File: src/rtl/vtb_pkg.sv
// shared constants, register codes and configuration type for the vertex transform block
package vtb_pkg;

  localparam int FRAC_BITS       = 16;
  localparam int COEF_WIDTH      = 20;
  localparam int COEF_FRAC       = 18;
  localparam int ROW_WIDTH       = 3 * COEF_WIDTH;
  localparam int OFFSET_WIDTH    = 32;
  localparam int SCALE_WIDTH     = 24;
  localparam int BOUND_WIDTH     = 18;
  localparam int SUM_WIDTH       = 48;
  localparam int MARGIN_UNITS    = 10;
  localparam int MARGIN_WIDTH    = 28;
  localparam int CFG_INDEX_WIDTH = 3;
  localparam int CFG_DATA_WIDTH  = ROW_WIDTH;

  // reset values: identity matrix, unit scale
  localparam logic [ROW_WIDTH-1:0] ROW0_RESET = ROW_WIDTH'(1) << COEF_FRAC;
  localparam logic [ROW_WIDTH-1:0] ROW1_RESET = ROW_WIDTH'(1) << (COEF_FRAC + COEF_WIDTH);
  localparam logic [ROW_WIDTH-1:0] ROW2_RESET = ROW_WIDTH'(1) << (COEF_FRAC + 2 * COEF_WIDTH);
  localparam logic [SCALE_WIDTH-1:0] SCALE_RESET = SCALE_WIDTH'(1) << FRAC_BITS;

  // margin of ten units in unsigned Q12.16 for the rotate mode
  localparam logic [MARGIN_WIDTH-1:0] MARGIN_ROTATE = MARGIN_WIDTH'(MARGIN_UNITS << FRAC_BITS);

  typedef enum logic [CFG_INDEX_WIDTH-1:0] {
    REG_MODE,
    REG_ROW0,
    REG_ROW1,
    REG_ROW2,
    REG_OFFSET_X,
    REG_OFFSET_Y,
    REG_OFFSET_Z,
    REG_SCALE
  } reg_index_t;

  typedef enum logic {
    MODE_ROTATE = 1'b0,
    MODE_SCALE  = 1'b1
  } mode_t;

  typedef struct packed {
    mode_t                              mode;
    logic [2:0][ROW_WIDTH-1:0]          row;
    logic [2:0][OFFSET_WIDTH-1:0]       offset;
    logic [SCALE_WIDTH-1:0]             scale;
  } cfg_t;

endpackage

File: src/rtl/vtb_track.sv
// bounding box and running sum tracking, with the result register
module vtb_track #(
  parameter int COORD_WIDTH = 32
) (
  input  logic                                  clk,
  input  logic                                  rst,
  input  vtb_pkg::cfg_t                         cfg,
  input  logic                                  in_valid,
  output logic                                  in_ready,
  input  logic signed [COORD_WIDTH-1:0]         in_res [3],
  input  logic                                  in_track,
  output logic                                  out_valid,
  input  logic                                  out_ready,
  output logic signed [COORD_WIDTH-1:0]         out_res [3],
  output logic signed [vtb_pkg::BOUND_WIDTH-1:0] out_low [3],
  output logic signed [vtb_pkg::BOUND_WIDTH-1:0] out_high [3],
  output logic signed [vtb_pkg::SUM_WIDTH-1:0]  out_sum [3]
);
  import vtb_pkg::*;

  localparam int CW1 = COORD_WIDTH + 1;
  localparam int TW  = COORD_WIDTH - FRAC_BITS + 1;
  localparam int XW  = ((TW > BOUND_WIDTH) ? TW : BOUND_WIDTH) + 1;
  localparam int EW  = ((COORD_WIDTH > 33) ? COORD_WIDTH : 33) + 2;
  localparam int MIW = MARGIN_WIDTH - FRAC_BITS;
  localparam int SXW = SUM_WIDTH + 1;

  localparam logic signed [CW1-1:0] HALF_UP   = CW1'(1) <<< (FRAC_BITS - 1);
  localparam logic signed [CW1-1:0] HALF_DOWN = HALF_UP - CW1'(1);

  function automatic logic signed [BOUND_WIDTH-1:0] sat_bound(input logic signed [XW-1:0] x);
    if (x[XW-1:BOUND_WIDTH-1] == {(XW - BOUND_WIDTH + 1){x[XW-1]}}) begin
      sat_bound = x[BOUND_WIDTH-1:0];
    end else if (x[XW-1]) begin
      sat_bound = {1'b1, {(BOUND_WIDTH - 1){1'b0}}};
    end else begin
      sat_bound = {1'b0, {(BOUND_WIDTH - 1){1'b1}}};
    end
  endfunction

  logic v4, v5, ov;
  logic en4, en5, en_out, upd;
  logic t4, t5;

  logic [MARGIN_WIDTH-1:0]       margin;
  logic [MIW-1:0]                mi4;
  logic                          mf4;
  logic signed [COORD_WIDTH-1:0] res4 [3];
  logic signed [COORD_WIDTH-1:0] res5 [3];
  logic signed [TW-1:0]          tq4 [3];
  logic signed [TW-1:0]          tq_next [3];
  logic signed [TW-1:0]          rnd4 [3];
  logic signed [TW-1:0]          rnd5 [3];
  logic signed [TW-1:0]          rnd_next [3];
  logic signed [EW-1:0]          rml4 [3];
  logic signed [EW-1:0]          rmh4 [3];
  logic signed [EW-1:0]          rml5 [3];
  logic signed [EW-1:0]          rmh5 [3];
  logic signed [EW-1:0]          rml_next [3];
  logic signed [EW-1:0]          rmh_next [3];
  logic signed [XW-1:0]          lo_diff [3];
  logic signed [XW-1:0]          hi_diff [3];
  logic signed [BOUND_WIDTH-1:0] lo_cand_next [3];
  logic signed [BOUND_WIDTH-1:0] hi_cand_next [3];
  logic signed [BOUND_WIDTH-1:0] lo_cand [3];
  logic signed [BOUND_WIDTH-1:0] hi_cand [3];
  logic signed [SXW-1:0]         sum_wide [3];

  logic signed [BOUND_WIDTH-1:0] box_low [3];
  logic signed [BOUND_WIDTH-1:0] box_high [3];
  logic signed [SUM_WIDTH-1:0]   coord_sum [3];
  logic signed [BOUND_WIDTH-1:0] box_low_next [3];
  logic signed [BOUND_WIDTH-1:0] box_high_next [3];
  logic signed [SUM_WIDTH-1:0]   coord_sum_next [3];

  // stage enables and the state update strobe
  assign en_out   = !ov || out_ready;
  assign en5      = !v5 || en_out;
  assign en4      = !v4 || en5;
  assign in_ready = en4;
  assign upd      = v5 && en_out;

  // margin: ten units, scaled in scale mode
  always_comb begin
    if (cfg.mode == MODE_SCALE) begin
      margin = MARGIN_WIDTH'(cfg.scale) * MARGIN_WIDTH'(MARGIN_UNITS);
    end else begin
      margin = MARGIN_ROTATE;
    end
  end

  // truncated integer part, rounded value and margin-shifted coordinates
  always_comb begin
    for (int i = 0; i < 3; i++) begin
      tq_next[i] = TW'(in_res[i] >>> FRAC_BITS) +
                   ((in_res[i][COORD_WIDTH-1] && (|in_res[i][FRAC_BITS-1:0])) ?
                    TW'(1) : TW'(0));
      rnd_next[i] = TW'((CW1'(in_res[i]) +
                         (in_res[i][COORD_WIDTH-1] ? HALF_DOWN : HALF_UP)) >>> FRAC_BITS);
      rml_next[i] = EW'(in_res[i]) - EW'($signed({1'b0, margin}));
      rmh_next[i] = EW'(in_res[i]) + EW'($signed({1'b0, margin}));
    end
  end

  // candidate limits: truncate toward zero of integer part minus or plus margin
  always_comb begin
    for (int i = 0; i < 3; i++) begin
      lo_diff[i] = XW'(tq4[i]) - XW'($signed({1'b0, mi4}));
      hi_diff[i] = XW'(tq4[i]) + XW'($signed({1'b0, mi4}));
      if (mf4 && lo_diff[i] > XW'(0)) begin
        lo_cand_next[i] = sat_bound(lo_diff[i] - XW'(1));
      end else begin
        lo_cand_next[i] = sat_bound(lo_diff[i]);
      end
      if (mf4 && hi_diff[i] < XW'(0)) begin
        hi_cand_next[i] = sat_bound(hi_diff[i] + XW'(1));
      end else begin
        hi_cand_next[i] = sat_bound(hi_diff[i]);
      end
    end
  end

  // widen the box against the old limits, accumulate sums with saturation
  always_comb begin
    for (int i = 0; i < 3; i++) begin
      box_low_next[i]  = box_low[i];
      box_high_next[i] = box_high[i];
      if (t5 && rml5[i] < (EW'(box_low[i]) <<< FRAC_BITS)) begin
        box_low_next[i] = lo_cand[i];
      end
      if (t5 && rmh5[i] > (EW'(box_high[i]) <<< FRAC_BITS)) begin
        box_high_next[i] = hi_cand[i];
      end
      sum_wide[i] = SXW'(coord_sum[i]) + SXW'(rnd5[i]);
      if (cfg.mode == MODE_ROTATE) begin
        coord_sum_next[i] = coord_sum[i];
      end else if (sum_wide[i][SXW-1] == sum_wide[i][SXW-2]) begin
        coord_sum_next[i] = sum_wide[i][SUM_WIDTH-1:0];
      end else if (sum_wide[i][SXW-1]) begin
        coord_sum_next[i] = {1'b1, {(SUM_WIDTH - 1){1'b0}}};
      end else begin
        coord_sum_next[i] = {1'b0, {(SUM_WIDTH - 1){1'b1}}};
      end
    end
  end

  // pipeline, state and result registers
  always_ff @(posedge clk) begin
    if (rst) begin
      v4 <= 1'b0;
      v5 <= 1'b0;
      ov <= 1'b0;
      for (int i = 0; i < 3; i++) begin
        box_low[i]   <= '0;
        box_high[i]  <= '0;
        coord_sum[i] <= '0;
      end
    end else begin
      if (en4) v4 <= in_valid;
      if (en5) v5 <= v4;
      if (en_out) ov <= v5;
      if (upd) begin
        box_low   <= box_low_next;
        box_high  <= box_high_next;
        coord_sum <= coord_sum_next;
      end
    end
    if (en4) begin
      res4 <= in_res;
      t4   <= in_track;
      tq4  <= tq_next;
      rnd4 <= rnd_next;
      rml4 <= rml_next;
      rmh4 <= rmh_next;
      mi4  <= margin[MARGIN_WIDTH-1:FRAC_BITS];
      mf4  <= |margin[FRAC_BITS-1:0];
    end
    if (en5) begin
      res5    <= res4;
      t5      <= t4;
      rnd5    <= rnd4;
      rml5    <= rml4;
      rmh5    <= rmh4;
      lo_cand <= lo_cand_next;
      hi_cand <= hi_cand_next;
    end
    if (en_out) begin
      out_res  <= res5;
      out_low  <= box_low_next;
      out_high <= box_high_next;
      out_sum  <= coord_sum_next;
    end
  end

  assign out_valid = ov;

  // state only moves when an item passes into the result register
  for (genvar g = 0; g < 3; g++) begin : g_chk
    a_state_hold: assert property (@(posedge clk) disable iff (rst)
      !upd |=> $stable(box_low[g]) && $stable(box_high[g]) && $stable(coord_sum[g]))
      else $error("tracking state changed without an update");

    a_untracked_box: assert property (@(posedge clk) disable iff (rst)
      (upd && !t5) |=> $stable(box_low[g]) && $stable(box_high[g]))
      else $error("box changed for an untracked vertex");

    a_rotate_sum: assert property (@(posedge clk) disable iff (rst)
      (upd && cfg.mode == MODE_ROTATE) |=> $stable(coord_sum[g]))
      else $error("sum changed in rotate mode");

    a_sum_grows: assert property (@(posedge clk) disable iff (rst)
      (upd && cfg.mode == MODE_SCALE && !rnd5[g][TW-1]) |=>
      coord_sum[g] >= $past(coord_sum[g]))
      else $error("sum fell after adding a non-negative value");
  end

endmodule

File: config.mk
export PLATFORM = sky130hd
export DESIGN_NAME = vtb_track
export DESIGN_NICKNAME = d
export VERILOG_FILES = /design/src/rtl/vtb_pkg.sv /design/src/rtl/vtb_track.sv
export SDC_FILE = /design/constraint.sdc
export NUM_CORES = 2
export LEC_CHECK = 0
export BUFFER_PORTS_ARGS = -buffer_cell sky130_fd_sc_hd__buf_2
export CORE_UTILIZATION = 33
export DETAILED_ROUTE_END_ITERATION = 7
export PLACE_DENSITY_LB_ADDON = 0.1
export SLEW_MARGIN = 20
export SYNTH_ARGS = -nofsm -noshare
export SYNTH_HDL_FRONTEND = slang
export SYNTH_SLANG_ARGS = --single-unit
File: constraint.sdc
create_clock -name clk -period 17.45 [get_ports clk]
set_input_delay 0.8725 -clock clk [delete_from_list [all_inputs] [get_ports clk]]
set_output_delay 0.8725 -clock clk [all_outputs]
set_load 0.01 [all_outputs]
# Yosys cells after proc, flatten, opt, wreduce, memory -nomap -nowiden
# Cells that the tools add are included.
# word_totals
mem_count	0
in_bits	402
elab_cells	194
register_bits	1491
romBits	0
mem_bits_rw	0
output_inout_bits	350
latchBits	0
# classes
n_div	0
shifts	0
n_bitwise	0
n_lt_le_gt_ge	12
n_eq_ne	15
addsub	27
muxes	52
n_reduce_logical	26
n_mul	1
# ops
cell	n
two-way mux 18 bit	36
two-way mux 48 bit	9
adder 48 x 17 -> 49 bit	3
> comparator 35 x 34 -> 1 bit	3
less-than comparator 35 x 34 -> 1 bit	3
adder 32 x 17 -> 33 bit	3
adder 32 x 29 -> 33 bit	3
subtractor 32 x 29 -> 33 bit	3
OR reduction 16 bit	4
adder 18 x 2 -> 19 bit, second input constant	3
subtractor 18 x 2 -> 19 bit, second input constant	3
adder 17 x 13 -> 18 bit	3
> comparator 18 x 1 -> 1 bit, second input constant	3
less-than comparator 18 x 1 -> 1 bit, second input constant	3
subtractor 17 x 13 -> 18 bit	3
adder 16 x 2 -> 17 bit	3
two-way mux 16 bit	3
two-way mux 28 bit	1
multiplier 24 x 3 -> 27 bit, second input constant	1
logical AND 1 bit	16
== test 1 bit	15
logical NOT 1 bit	3
logical OR 1 bit	3
two-way mux 1 bit	3

# Logic depth before layout (Yosys ltp)
# logic_depth
ltp_word	5
depth_mapped	26

# Worst setup path after synthesis
# Ideal clock, no wire load.
# synth_path
path_type	input-to-reg
startpoint	input port out_ready
endpoint	register mf4, enable pin
stages	2
path_slack_ps	4716
t_arrival_ps	9163
setup_time_ps	3570
t_required_ps	13880
path_cell_list	nor2b_1 > nand3_1
# synth_via
elab_chain_cells	3
# synth_lines
item	line	source
start, declared	vtb_track.sv:13	input logic out_ready,
logical OR 1 bit	vtb_track.sv:77	assign en_out = !ov || out_ready;
logical OR 1 bit	vtb_track.sv:78	assign en5 = !v5 || en_out;
logical OR 1 bit	vtb_track.sv:79	assign en4 = !v4 || en5;
named net in_ready	vtb_track.sv:9	output logic in_ready,
end signal, assigned	vtb_track.sv:176	mf4 <= |margin[FRAC_BITS-1:0];
end, declared	vtb_track.sv:47	logic mf4;
# The timed path passes the listed nets, and every way through them passes these cells.
# A chain may end at the register's enable or synchronous reset.

==> metrics.md <==
| Metric | Value |
|---|---|
| Status | `finished, violations left` |
| Failing checks | `DRC` |
| Post-synth cell types | `111` |
| Worst slew pin tran | `1180 ps` |
| Yosys top cell by area | `edfxtp_1` |
| Final #Nets | `8,434` |
| Setup Total Neg Slack | `0 ps` |
| GPL Wtd Cong | `0.884` |
| Switching Fraction | `30.6%` |
| CTS tree | `done` |
| CP bufs+invs | `2` |
| Initial DRC count | `4,187` |
| First-pass GRT wire length | `352,000 µm` |
| DIE WIDTH | `478 µm` |
| # rows | `174` |
| PortBufs | `475` |
| Setup WS pre-CTS | `9480 ps` |
| Share of layout cells above drive strength 1 | `12.6%` |
| Antenna-violating nets left | `0` |
| Fmax | `141 MHz` |
| Leakage | `34.5 nW` |
| DR DRC count | `66` |
| Final setup fails | `0` |
| Total congestion overflow | `0` |
| GRT Total Usage | `20.7%` |
| Clock Path Buffers | `3` |
| Simple-gate area share of the yosys netlist | `12.7%` |
| Avg Cell Area, Syn | `10.7 µm²` |
| Yosys Warn Count | `0` |
| Post-Synthesis Net Count | `8,002` |
| Number of synthesized flops with an enable pin | `1,110` |
| Async set-reset flop share out of synthesis | `0%` |
| Proportion of synthesized area in mux cells | `2.29%` |
| Clock share of power | `34.7%` |
| Crit-path max FO | `6` |
| Mapped Cells | `6,976` |
| Crit end category | `flip-flop` |
| CP Data Required Time | `17,990 ps` |
| Worst skew pair latency | `820 ps` |
| Hpwl dp | `180,000 µm` |
| Vias in the first global route | `52,300` |
| CTS buffer count | `163` |
| Synth Area in XOR/XNOR | `5.33%` |
| Sequential-to-total area share from yosys stat | `51.3%` |
| Startpoint type of the worst setup path | `input port` |
| Worst VDD drop | `0.0994 mV` |
| Post-Synth Adder-Cell Area | `10.8%` |
| Reg clk slew, reported paths | `60 ps` |
| Ports | `752` |
| Post-synthesis instance area | `74,900 µm²` |
| Slew margin rel. | `20.9%` |
| Die Span Y | `478 µm` |
| Internal Power | `6.93 mW` |
| Unrepaired setup endpoints after global routing | `false` |
| CP max stage cell | `o31ai_1` |
| CP peak stage delay | `870 ps` |
| Initial antenna violation count | `40` |
| Final setup skew | `46.9 ps` |
| Root buffer cell | `clkbuf_16` |
| Max Slew Vio Count | `0` |
| FF+latch count, synth | `1,365` |
| Critical path class | `in -> reg` |
| Final period util | `40.8%` |
| Post-synth top cells | `1,110 x edfxtp_1, 691 x nor2_1, 611 x ha_1` |
| Main synth FF type | `edfxtp_1` |
| Most frequent cell after synthesis | `edfxtp_1` |
| Vias per inst | `5.16` |
| Initial Util | `33.3%` |
| PwrDens | `116 nW/µm²` |
| Post-CTS setup buffers | `0` |
| CP arrival | `7660 ps` |
| Main combinational cell family by area after synthesis | `compound AO/OA/AOI/OAI gates` |
| Vias post-DR | `54,500` |
| Compound-Gate Fraction of Synth Area | `14.0%` |
| Max-cap viol count | `0` |
| Synth top area share | `44.5%` |
| Cts repair resizes | `0` |
| Largest net degree at the start of global routing | `85` |
| Sink Count | `1,365` |
| Die area | `229,000 µm²` |
| Logic pwr share | `21.2%` |
| CP cell instances | `buf_2 > ha_1 > ha_1 > a21o_1 > a21oi_1 > nor2b_1 > o21ai_0 > a21oi_1 > nor3b_1 > inv_1 > ha_1 > or3_1 > or3_1 > nand2b_1 > a211o_1 > a21oi_1 > a31oi_1 > o31ai_1 > and2_1 > o21ai_1 > o31ai_1 > nand2_1 > xnor2_1` |
| Average routed wire per standard cell | `23.0 µm` |
| Worst setup margin | `10,330 ps` |
| H-tree levels | `4` |
| Top cells by area, synth | `edfxtp_1 45%, ha_1 10%, dfxtp_1 6.8%, a21oi_1 3.7%, xnor2_1 3.6%` |
| Kind of cell adding the most delay to the critical path | `compound AO/OA/AOI/OAI gates` |
| Layout area overhead | `14.7%` |
| Seq pwr share | `44.1%` |
| Final wirelength | `243,000 µm` |
| Final hold vios | `0` |
| # hold bufs at CTS | `0` |
| Fin crit period | `7120 ps` |
| Core ar. | `225,000 µm²` |
| Worst min path class | `in -> reg` |
| NetSw | `3.06 mW` |
| DRT Pass-1 Iters | `8` |
## worst reg2reg max path, delay by kind of cell, from the launching register on
kind            cells  cell delay (ps)
compound gates      4              580
xor+xnor            2              900
fa+ha+maj           1              660
buf+inv             1              560
flops               1              790
simple gates        6             1890
## worst paths after layout
kind | from | end | slack, ps | cells past startpoint
worst max-delay path | cfg[2] | rmh4[29]$_DFFE_PP_ | 10330 | 23
worst min-delay path | in_res[64] | res4[64]$_DFFE_PP_ | 290 | 1
worst max register to register | mi4[2]$_DFFE_PP_ | lo_cand[49]$_DFFE_PP_ | 11840 | 14
worst min register to register | rml4[23]$_DFFE_PP_ | rml5[23]$_DFFE_PP_ | 380 | 0
## logic make-up (layout without fill, tap and decap cells)
| logic type | Yosys count | after routing |
|---|---|---|
| xor gates and xnor gates | 454 | 454 |
| other | 0 | 11 |
| AOI/OAI and AO/OA | 1678 | 1678 |
| DFF | 1365 | 1365 |
| buffers and inverters | 673 | 1243 |
| adders and majority gates | 645 | 645 |
| muxes | 161 | 161 |
| and+or+nand+nor | 2000 | 2000 |
## per-stage QoR
stage | utilization (%) | hold WS [ps] | instance area [µm²] | std cells | total power [mW]
after CTS | 38.1 | 213 | 85800 | 10500 | 10.1
final | 38.1 | 289 | 85900 | 10500 | 10.0
after global routing | 38.1 | 248 | 85800 | 10500 | 10.5
after global placement | 35.7 | 401 | 80400 | 10200 | 6.57
after detailed placement | 35.7 | 405 | 80400 | 10200 | 6.58
after floorplan | - | 400 | 74900 | 6976 | 5.72
## cells in the final DEF, fill, tap and decap left out, types with 148 or more instances in the layout
cell	synthesis	routed
edfxtp_1	1110	1110
nor2_1	691	688
ha_1	611	611
a21oi_1	547	547
nand2_1	484	483
buf_2	37	473
inv_1	403	402
o21ai_0	350	349
xnor2_1	304	304
dfxtp_1	255	255
clkbuf_16	0	166
a21o_1	152	152
xor2_1	148	148
## routing by layer
layer | track usage, % | routed length, µm | up-vias
li1 | - | - | 26300
met1 | 29.0 | 113000 | 26400
met2 | 32.5 | 109000 | 1431
met3 | 3.77 | 13600 | 303
met4 | 6.14 | 7220 | 16
met5 | 0 | 107 | -
## power by group through the flow
stage | logic [mW] | clock network, mW | registers, mW
detailed placement | 2.11 | 0 | 4.47
CTS | 2.13 | 3.58 | 4.42
floorplan | 1.35 | 0 | 4.37
global route | 2.35 | 3.69 | 4.45
global placement | 2.10 | 0 | 4.47
finish | 2.12 | 3.47 | 4.41
## flip-flops by register name (all words and copies together), names as in the netlist, 96 cells and up
name,cells
res5,96
coord_sum,144
out_sum,144
res4,96
out_res,96
rmh5,96
rmh4,96
## area by class of cell
class,instances,area [µm²]
well taps,2992,3740
clock inverters,93,995
diodes,11,27.5
multi-input cells,4938,33900
inverters,407,1540
fillers,22100,139000
flip-flops and latches,1365,38400
clock buffers,210,4410
repair buffers,533,2830
Power figures use the tool's default switching activity.
